<file path="src/rtl/bsed_pkg.sv">
`timescale 1ns / 1ps
`default_nettype none

package bsed_pkg;

    // Results one input byte can cause
    localparam int RES_MAX = 3;
    localparam int CNT_W   = 2;

    // Decoder modes
    typedef enum logic [2:0] {
        MODE_IDLE   = 3'd0,
        MODE_BSLASH = 3'd1,
        MODE_OCT    = 3'd2,
        MODE_HEX    = 3'd3,
        MODE_MUTE   = 3'd4
    } t_mode;

    // Digit limits of the numeric escapes
    localparam logic [CNT_W-1:0] OCT_MAX_DIGITS = 2'd3;
    localparam logic [CNT_W-1:0] HEX_MAX_DIGITS = 2'd2;

    // Characters
    localparam logic [7:0] CH_BSLASH = 8'h5C;
    localparam logic [7:0] CH_ZERO   = 8'h30;
    localparam logic [7:0] CH_SEVEN  = 8'h37;
    localparam logic [7:0] CH_NINE   = 8'h39;
    localparam logic [7:0] CH_UP_A   = 8'h41;
    localparam logic [7:0] CH_UP_F   = 8'h46;
    localparam logic [7:0] CH_LO_A   = 8'h61;
    localparam logic [7:0] CH_LO_B   = 8'h62;
    localparam logic [7:0] CH_LO_C   = 8'h63;
    localparam logic [7:0] CH_LO_E   = 8'h65;
    localparam logic [7:0] CH_LO_F   = 8'h66;
    localparam logic [7:0] CH_LO_N   = 8'h6E;
    localparam logic [7:0] CH_LO_R   = 8'h72;
    localparam logic [7:0] CH_LO_T   = 8'h74;
    localparam logic [7:0] CH_LO_V   = 8'h76;
    localparam logic [7:0] CH_LO_X   = 8'h78;

    // Control codes produced by the escapes
    localparam logic [7:0] CODE_BEL = 8'h07;
    localparam logic [7:0] CODE_BS  = 8'h08;
    localparam logic [7:0] CODE_HT  = 8'h09;
    localparam logic [7:0] CODE_LF  = 8'h0A;
    localparam logic [7:0] CODE_VT  = 8'h0B;
    localparam logic [7:0] CODE_FF  = 8'h0C;
    localparam logic [7:0] CODE_CR  = 8'h0D;
    localparam logic [7:0] CODE_ESC = 8'h1B;

    typedef logic [RES_MAX-1:0][7:0] t_bytes;

    // Decoded bytes of one input item, first byte in entry 0
    typedef struct packed {
        t_bytes            bytes;
        logic [CNT_W-1:0]  count;
    } t_result;

    // Append one byte to a result list, drop it when the list is full
    function automatic t_result f_push(t_result r, logic [7:0] b);
        t_result q;
        q = r;
        if (r.count != CNT_W'(RES_MAX)) begin
            q.bytes[r.count] = b;
            q.count          = r.count + 2'd1;
        end
        return q;
    endfunction

endpackage

`default_nettype wire

</file>
<file path="src/rtl/bsed_if.sv">
`timescale 1ns / 1ps
`default_nettype none

// Raw text channel
interface bsed_in_if;
    logic       valid;
    logic       ready;
    logic [7:0] in_byte;
    logic       end_of_message;

    modport source (output valid, output in_byte, output end_of_message, input ready);
    modport sink   (input valid, input in_byte, input end_of_message, output ready);
endinterface

// Decoded text channel
interface bsed_out_if;
    logic       valid;
    logic       ready;
    logic [7:0] out_byte;
    logic       run_end;

    modport source (output valid, output out_byte, output run_end, input ready);
    modport sink   (input valid, input out_byte, input run_end, output ready);
endinterface

`default_nettype wire

</file>
<file path="src/rtl/backslash_escape_decoder_top.sv">
// Backslash escape decoder.
// Input channel i_in carries one raw text byte per transfer with an
// end_of_message flag on the last byte of a message. Output channel o_out
// carries decoded bytes; run_end marks the last byte caused by one input
// byte. An input byte may cause zero to three output bytes.
// The decoded bytes of an item are registered into the result register, or
// into the holding register while the result register is still busy.
// Throughput: one input byte per cycle while each byte yields at most one
// output byte and the receiver takes every byte; the single output port
// drains the result register one byte per cycle while the receiver is ready.
// A holding register behind the result register takes the next decoded
// item while the result register drains, so i_in.ready drops only when
// both are full; nothing is lost or reordered under stall.
// Reset (synchronous, active low) returns the decoder to plain-text mode,
// clears any pending escape and discards undelivered bytes.
`timescale 1ns / 1ps
`default_nettype none

module backslash_escape_decoder_top (
    input  logic        i_clk,
    input  logic        i_rst_n,
    bsed_in_if.sink     i_in,
    bsed_out_if.source  o_out
);
    import bsed_pkg::*;

    t_result          w_dec;
    logic             w_in_fire;
    logic             w_out_fire;
    logic             w_ser_done;
    logic             w_dec_push;

    t_bytes           r_bytes;
    logic [CNT_W-1:0] r_left;
    logic [CNT_W-1:0] r_idx;
    t_result          r_hold;
    logic             r_hold_v;
    t_bytes           n_bytes;
    logic [CNT_W-1:0] n_left;
    logic [CNT_W-1:0] n_idx;
    t_result          n_hold;
    logic             n_hold_v;

    assign w_in_fire  = i_in.valid && i_in.ready;
    assign w_out_fire = o_out.valid && o_out.ready;
    assign w_ser_done = (r_left == '0) || ((r_left == 2'd1) && w_out_fire);
    assign w_dec_push = w_in_fire && (w_dec.count != '0);

    bsed_core u_core (
        .i_clk   (i_clk),
        .i_rst_n (i_rst_n),
        .i_fire  (w_in_fire),
        .i_byte  (i_in.in_byte),
        .i_eom   (i_in.end_of_message),
        .o_res   (w_dec)
    );

    // Load the result register from the holding slot or the decoder, step through its bytes and fill the holding slot
    always_comb begin
        n_bytes  = r_bytes;
        n_left   = r_left;
        n_idx    = r_idx;
        n_hold   = r_hold;
        n_hold_v = r_hold_v;
        if (w_ser_done) begin
            n_idx = '0;
            if (r_hold_v) begin
                n_bytes  = r_hold.bytes;
                n_left   = r_hold.count;
                n_hold_v = 1'b0;
            end else if (w_dec_push) begin
                n_bytes = w_dec.bytes;
                n_left  = w_dec.count;
            end else begin
                n_left = '0;
            end
        end else begin
            if (w_out_fire) begin
                n_left = r_left - 2'd1;
                n_idx  = r_idx + 2'd1;
            end
            if (w_dec_push) begin
                n_hold   = w_dec;
                n_hold_v = 1'b1;
            end
        end
    end

    // Hold control state
    always_ff @(posedge i_clk) begin
        if (!i_rst_n) begin
            r_left   <= '0;
            r_idx    <= '0;
            r_hold_v <= 1'b0;
        end else begin
            r_left   <= n_left;
            r_idx    <= n_idx;
            r_hold_v <= n_hold_v;
        end
    end

    // Hold payload
    always_ff @(posedge i_clk) begin
        r_bytes <= n_bytes;
        r_hold  <= n_hold;
    end

    assign i_in.ready     = !r_hold_v;
    assign o_out.valid    = (r_left != '0);
    assign o_out.out_byte = r_bytes[r_idx];
    assign o_out.run_end  = (r_left == 2'd1);

endmodule

`default_nettype wire

</file>
<file path="src/rtl/bsed_core.sv">
`timescale 1ns / 1ps
`default_nettype none

module bsed_core (
    input  logic               i_clk,
    input  logic               i_rst_n,
    input  logic               i_fire,
    input  logic [7:0]         i_byte,
    input  logic               i_eom,
    output bsed_pkg::t_result  o_res
);
    import bsed_pkg::*;

    t_mode            r_mode;
    logic [CNT_W-1:0] r_seen;
    logic [7:0]       r_acc;
    t_mode            n_mode;
    logic [CNT_W-1:0] n_seen;
    logic [7:0]       n_acc;
    t_result          n_res;

    logic             w_hex_mode;
    logic             w_oct_ok;
    logic             w_dig_ok;
    logic             w_hex_ok;
    logic             w_hex_let;
    logic [3:0]       w_hex_val;
    logic [7:0]       w_acc_calc;
    logic [CNT_W-1:0] w_seen_inc;
    logic             w_full;
    logic [7:0]       w_letter;

    // Classify the byte as a digit of the active numeric escape
    assign w_hex_mode = (r_mode == MODE_HEX);
    assign w_oct_ok   = (i_byte >= CH_ZERO) && (i_byte <= CH_SEVEN);
    assign w_hex_let  = ((i_byte >= CH_UP_A) && (i_byte <= CH_UP_F))
                     || ((i_byte >= CH_LO_A) && (i_byte <= CH_LO_F));
    assign w_hex_ok   = ((i_byte >= CH_ZERO) && (i_byte <= CH_NINE)) || w_hex_let;
    assign w_hex_val  = w_hex_let ? (i_byte[3:0] + 4'd9) : i_byte[3:0];
    assign w_dig_ok   = w_hex_mode ? w_hex_ok : w_oct_ok;

    // Shift the digit into the accumulator, keep 8 bits
    assign w_acc_calc = w_hex_mode ? {r_acc[3:0], w_hex_val} : {r_acc[4:0], i_byte[2:0]};
    assign w_seen_inc = r_seen + 2'd1;
    assign w_full     = w_hex_mode ? (w_seen_inc == HEX_MAX_DIGITS)
                                   : (w_seen_inc == OCT_MAX_DIGITS);
    assign w_letter   = w_hex_mode ? CH_LO_X : CH_ZERO;

    // Decode one byte against the current mode
    always_comb begin
        n_res  = '0;
        n_mode = r_mode;
        n_seen = r_seen;
        n_acc  = r_acc;

        unique case (r_mode)
            MODE_BSLASH: begin
                n_mode = MODE_IDLE;
                n_seen = '0;
                n_acc  = '0;
                unique case (i_byte)
                    CH_BSLASH: n_res  = f_push(n_res, CH_BSLASH);
                    CH_LO_A:   n_res  = f_push(n_res, CODE_BEL);
                    CH_LO_B:   n_res  = f_push(n_res, CODE_BS);
                    CH_LO_E:   n_res  = f_push(n_res, CODE_ESC);
                    CH_LO_F:   n_res  = f_push(n_res, CODE_FF);
                    CH_LO_N:   n_res  = f_push(n_res, CODE_LF);
                    CH_LO_R:   n_res  = f_push(n_res, CODE_CR);
                    CH_LO_T:   n_res  = f_push(n_res, CODE_HT);
                    CH_LO_V:   n_res  = f_push(n_res, CODE_VT);
                    CH_LO_C:   n_mode = MODE_MUTE;
                    CH_ZERO:   n_mode = MODE_OCT;
                    CH_LO_X:   n_mode = MODE_HEX;
                    default: begin
                        n_res = f_push(n_res, CH_BSLASH);
                        n_res = f_push(n_res, i_byte);
                    end
                endcase
            end
            MODE_OCT, MODE_HEX: begin
                if (w_dig_ok) begin
                    n_acc  = w_acc_calc;
                    n_seen = w_seen_inc;
                    if (w_full) begin
                        n_res  = f_push(n_res, w_acc_calc);
                        n_mode = MODE_IDLE;
                        n_seen = '0;
                        n_acc  = '0;
                    end
                end else begin
                    // Close the escape, then take the byte as plain text
                    if (r_seen == '0) begin
                        n_res = f_push(n_res, CH_BSLASH);
                        n_res = f_push(n_res, w_letter);
                    end else begin
                        n_res = f_push(n_res, r_acc);
                    end
                    n_seen = '0;
                    n_acc  = '0;
                    if (i_byte == CH_BSLASH) begin
                        n_mode = MODE_BSLASH;
                    end else begin
                        n_mode = MODE_IDLE;
                        n_res  = f_push(n_res, i_byte);
                    end
                end
            end
            MODE_MUTE: begin
                n_mode = MODE_MUTE;
            end
            default: begin
                if (i_byte == CH_BSLASH) begin
                    n_mode = MODE_BSLASH;
                end else begin
                    n_mode = MODE_IDLE;
                    n_res  = f_push(n_res, i_byte);
                end
            end
        endcase

        // Flush a pending escape at the end of the message and clear state
        if (i_eom) begin
            if (n_mode == MODE_BSLASH) begin
                n_res = f_push(n_res, CH_BSLASH);
            end else if ((n_mode == MODE_OCT) || (n_mode == MODE_HEX)) begin
                if (n_seen == '0) begin
                    n_res = f_push(n_res, CH_BSLASH);
                    n_res = f_push(n_res, (n_mode == MODE_HEX) ? CH_LO_X : CH_ZERO);
                end else begin
                    n_res = f_push(n_res, n_acc);
                end
            end
            n_mode = MODE_IDLE;
            n_seen = '0;
            n_acc  = '0;
        end
    end

    assign o_res = n_res;

    // Hold decoder state, advance on each input transfer
    always_ff @(posedge i_clk) begin
        if (!i_rst_n) begin
            r_mode <= MODE_IDLE;
            r_seen <= '0;
            r_acc  <= '0;
        end else if (i_fire) begin
            r_mode <= n_mode;
            r_seen <= n_seen;
            r_acc  <= n_acc;
        end
    end

endmodule

`default_nettype wire

</file>
<file path="src/flat_wrapper.sv">
// flat-port wrapper written by rule: the top's interface ports become plain ports
module backslash_escape_decoder_top_flat import bsed_pkg::*;
  (i_clk, i_rst_n, i_in_valid, i_in_in_byte, i_in_end_of_message, i_in_ready, o_out_valid, o_out_out_byte, o_out_run_end, o_out_ready);
  bsed_in_if i_in_i ();
  bsed_out_if o_out_i ();
  input  logic i_clk;
  input  logic i_rst_n;
  input wire logic [$bits(i_in_i.valid)-1:0] i_in_valid;
  input wire logic [$bits(i_in_i.in_byte)-1:0] i_in_in_byte;
  input wire logic [$bits(i_in_i.end_of_message)-1:0] i_in_end_of_message;
  output wire logic [$bits(i_in_i.ready)-1:0] i_in_ready;
  output wire logic [$bits(o_out_i.valid)-1:0] o_out_valid;
  output wire logic [$bits(o_out_i.out_byte)-1:0] o_out_out_byte;
  output wire logic [$bits(o_out_i.run_end)-1:0] o_out_run_end;
  input wire logic [$bits(o_out_i.ready)-1:0] o_out_ready;
  assign i_in_i.valid = i_in_valid;
  assign i_in_i.in_byte = i_in_in_byte;
  assign i_in_i.end_of_message = i_in_end_of_message;
  assign i_in_ready = i_in_i.ready;
  assign o_out_valid = o_out_i.valid;
  assign o_out_out_byte = o_out_i.out_byte;
  assign o_out_run_end = o_out_i.run_end;
  assign o_out_i.ready = o_out_ready;
  backslash_escape_decoder_top u_core (.i_clk(i_clk), .i_rst_n(i_rst_n), .i_in(i_in_i), .o_out(o_out_i));
endmodule
</file>
<file path="config.mk">
export PLATFORM = sky130hd
export DESIGN_NAME = backslash_escape_decoder_top_flat
export DESIGN_NICKNAME = d
export VERILOG_FILES = /design/src/rtl/bsed_pkg.sv /design/src/rtl/bsed_if.sv /design/src/rtl/backslash_escape_decoder_top.sv /design/src/rtl/bsed_core.sv /design/src/flat_wrapper.sv
export SDC_FILE = /design/constraint.sdc
export NUM_CORES = 1
export LEC_CHECK = 0
export ABC_CLOCK_PERIOD_IN_PS = 10300
export BUFFER_PORTS_ARGS = -buffer_cell sky130_fd_sc_hd__buf_2
export CAP_MARGIN = 20
export CORE_MARGIN = 10
export CORE_UTILIZATION = 60
export CTS_BUF_LIST = sky130_fd_sc_hd__clkbuf_4
export CTS_CLUSTER_SIZE = 12
export DETAILED_ROUTE_END_ITERATION = 7
export PLACE_DENSITY = 0.79
export SLEW_MARGIN = 20
export SYNTH_ARGS = -nofsm -noshare
export SYNTH_HDL_FRONTEND = slang
export SYNTH_SLANG_ARGS = --single-unit
</file>
<file path="constraint.sdc">
create_clock -name i_clk -period 10.3 [get_ports i_clk]
set_clock_uncertainty 0.2 [all_clocks]
set_input_delay 2.06 -clock i_clk [delete_from_list [all_inputs] [get_ports i_clk]]
set_output_delay 2.06 -clock i_clk [all_outputs]
set_load 0.1 [all_outputs]
</file>
==> impl_metrics.py <==
metrics = {
    "status": {
        "status": "completed",
    },
    "detailed_routing": {
        "drt-initial-drc-count": 377,
        "wl_per_cell_um": 21.6,
        "route.detailed.drc": 0,
        "drt_pass1_iterations": 5,
        "viasPerCell": 6.75,
        "postRouteAntennaNets": 0,
        "wirelength_um": 12600,
        "vias": 3941,
    },
    "critical_path": {
        "cp.arrival_ps": 5050,
        "cp-end-kind": "flop",
        "cpMaxStageDelayCell": "o21ai_1",
        "start_kind": "input pin",
        "path_class": "input pin to flop",
        "crit_fanout": 24,
        "ff2ff_path_depth": 8,
        "cp.required_ps": 10150,
        "cp_cell_sequence": "buf_2, inv_1, ha_1, nor4b_2, nor2_1, o21ai_1, and3_1, a2111oi_4, o211ai_1, a21oi_1, nor2_4",
        "max_stage_delay_ps": 510,
    },
    "logic_synthesis": {
        "synth_area_per_cell_um2": 9.22,
        "yosysTopAreaCellShare_pct": 34.5,
        "synth_area_leaders": "edfxtp_1 34%, dfxtp_1 8.3%, nand2_1 5.6%",
        "synth-edff-count": 50,
        "synth_most_common_cell": "nand2_1",
        "synth_top_area_cell": "edfxtp_1",
        "synth_nets": 493,
        "syn_inst": 472,
        "ys_seq_area_share_pct": 42.8,
        "synth_cell_types": 75,
        "netlist_top_cells_count": "65 x nand2_1, 50 x edfxtp_1, 47 x nor2_1",
        "yosys_warnings": 0,
        "synth_area_um2": 4350,
        "dominantRegCellSynth": "edfxtp_1",
        "yosys_register_bits": 68,
        "async_flop_share_pct": 0,
    },
    "global_routing": {
        "grt_max_degree": 27,
        "antenna_found_initial": 0,
        "grt-ovfl-total": 0,
        "grt_pass1_wl_um": 20000,
        "grt_pass1_vias": 3730,
        "grt.total_usage_pct": 22.6,
    },
    "placement": {
        "dp_slack_ps": 4390,
        "place_congestion": 1.00,
        "placed_area_um2": 4490,
        "post-dp-hpwl_um": 9490,
        "numPortBuffers": 23,
    },
    "clock_network": {
        "postCtsHoldBufs": 0,
        "cts_tree": "done",
        "h-tree-depth": 3,
        "cts.sinks": 68,
        "cts_resized": 0,
        "ctsLongestPathBuffers": 2,
        "cts_made_buffers": 9,
        "clk_pin_slew_ps": 120,
        "cts-root-buf": "clkbuf_4",
        "cts_setup_buffers": 0,
        "insertion_delay_ps": 410,
    },
    "die": {
        "io_pins": 24,
        "initial_utilization_pct": 63.0,
        "die_height_um": 105,
        "rows": 30,
        "core_area_um2": 6910,
        "die_area_um2": 11100,
        "die_w_um": 105,
    },
    "pwr": {
        "leakage_uw": 0.00167,
        "p_total_uw": 727,
        "power_per_cell_area_nw_per_um2": 156,
        "ir_drop_mv": 0.0871,
    },
    "timing": {
        "holdWs_ps": 324,
        "setup_viol": 0,
        "post-route-worst-setup-slack_ps": 5100,
        "final.period_utilization_pct": 50.5,
        "slew_headroom_pct": 38.2,
        "worstMarginPinSlew_ps": 921,
        "post-route-min-period_ps": 5200,
        "maxSlewViolCount": 0,
        "hold_violations": 0,
        "rsz0062_at_grt": "false",
        "finalSetupTns_ps": 0,
        "fmax_mhz": 192,
    },
    "cells_and_area": {
        "stdcell_area_um2": 4670,
        "syn_to_final_growth_pct": 7.19,
        "num_antenna_cells": 0,
        "layout.nets": 504,
        "drive_above_1_share_pct": 14.8,
    },
    "flow_run": {
        "max_cap_violations": 0,
    },
    "min_path": {
        "worstHoldPathCells": 2,
        "hold_class": "flop to flop",
    },
}
## layer usage
metal	track usage, %	up-vias	wire length, µm
met3	5.34	54	1000
li1	-	1795	-
met2	37.3	235	5910
met1	27.1	1857	5090
met5	0	-	0
met4	10.8	0	629
## metrics by stage
step / util (%) / instances
6_report: 67.6 / 584
5_1_grt: 67.6 / 584
4_1_cts: 67.5 / 584
3_5_place_dp: 65.1 / 568
3_3_place_gp: 65.1 / 568
2_1_floorplan: - / 472
## logic make-up after synthesis
family,count (synthesis),share of synthesized area [%]
AO/OA/AOI/OAI,138,22.7
XOR/XNOR,6,1.21
adder cells (fa/ha/maj),8,2.30
buffers and inverters,41,3.88
flip-flops,68,42.8
multiplexers,29,7.16
AND/OR/NAND/NOR,182,20.0
## area by class of cell
| class | count | area (µm²) |
|---|---|---|
| well taps | 96 | 120 |
| flip-flops and latches | 68 | 1860 |
| fillers | 580 | 2240 |
| inverters | 17 | 63.8 |
| repair buffers | 24 | 123 |
| clock buffers | 9 | 67.6 |
| multi-input cells | 363 | 2330 |
| clock inverters | 7 | 98.8 |
## report_power, final
group	switching, µW	internal (µW)
combinational	141	36.4
clock	105	99.6
sequential	12.2	333
## worst max-delay path, delay by kind of cell
| kind | cells | cell delay [ps] |
|---|---|---|
| fa+ha+maj | 1 | 300 |
| buf+inv | 2 | 340 |
| compound gates | 4 | 960 |
| simple gates | 4 | 1380 |
## path summary, 6_finish.rpt
| kind | endpoint | slack, ps | from |
|---|---|---|---|
| hold reg to reg | u_core.u_core.r_seen[1]$_SDFFE_PN0P_ | 320 | u_core.u_core.r_seen[1]$_SDFFE_PN0P_ |
| hold / removal | u_core.u_core.r_seen[1]$_SDFFE_PN0P_ | 320 | u_core.u_core.r_seen[1]$_SDFFE_PN0P_ |
| setup / recovery | u_core.r_bytes[21]$_DFFE_PP_ | 5100 | i_in_in_byte[1] |
| setup reg to reg | u_core.r_bytes[21]$_DFFE_PP_ | 6490 | u_core.u_core.r_mode[0]$_SDFFE_PN0P_ |
## placed cells by master (no fill, tap or decap), types with 7 or more instances in the layout
cell type,instances
a21oi_1,17
a22oi_1,7
edfxtp_1,50
o21ai_0,38
and2_1,11
nor3_1,13
ha_1,8
dfxtp_1,18
mux2_2,17
mux2i_1,12
buf_2,23
clkbuf_4,9
nand2_1,65
nand3_1,8
nor2_1,46
inv_1,14
## sequential cells by signal (all words and copies together) (netlist names)
| register | cells |
|---|---|
| u_core.r_left | 2 |
| u_core.r_hold_v | 1 |
| u_core.r_bytes | 24 |
| u_core.r_idx | 2 |
| u_core.u_core.r_seen | 2 |
| u_core.r_hold | 26 |
| u_core.u_core.r_acc | 8 |
| u_core.u_core.r_mode | 3 |
Note: power is estimated with default switching activity, not from simulation.
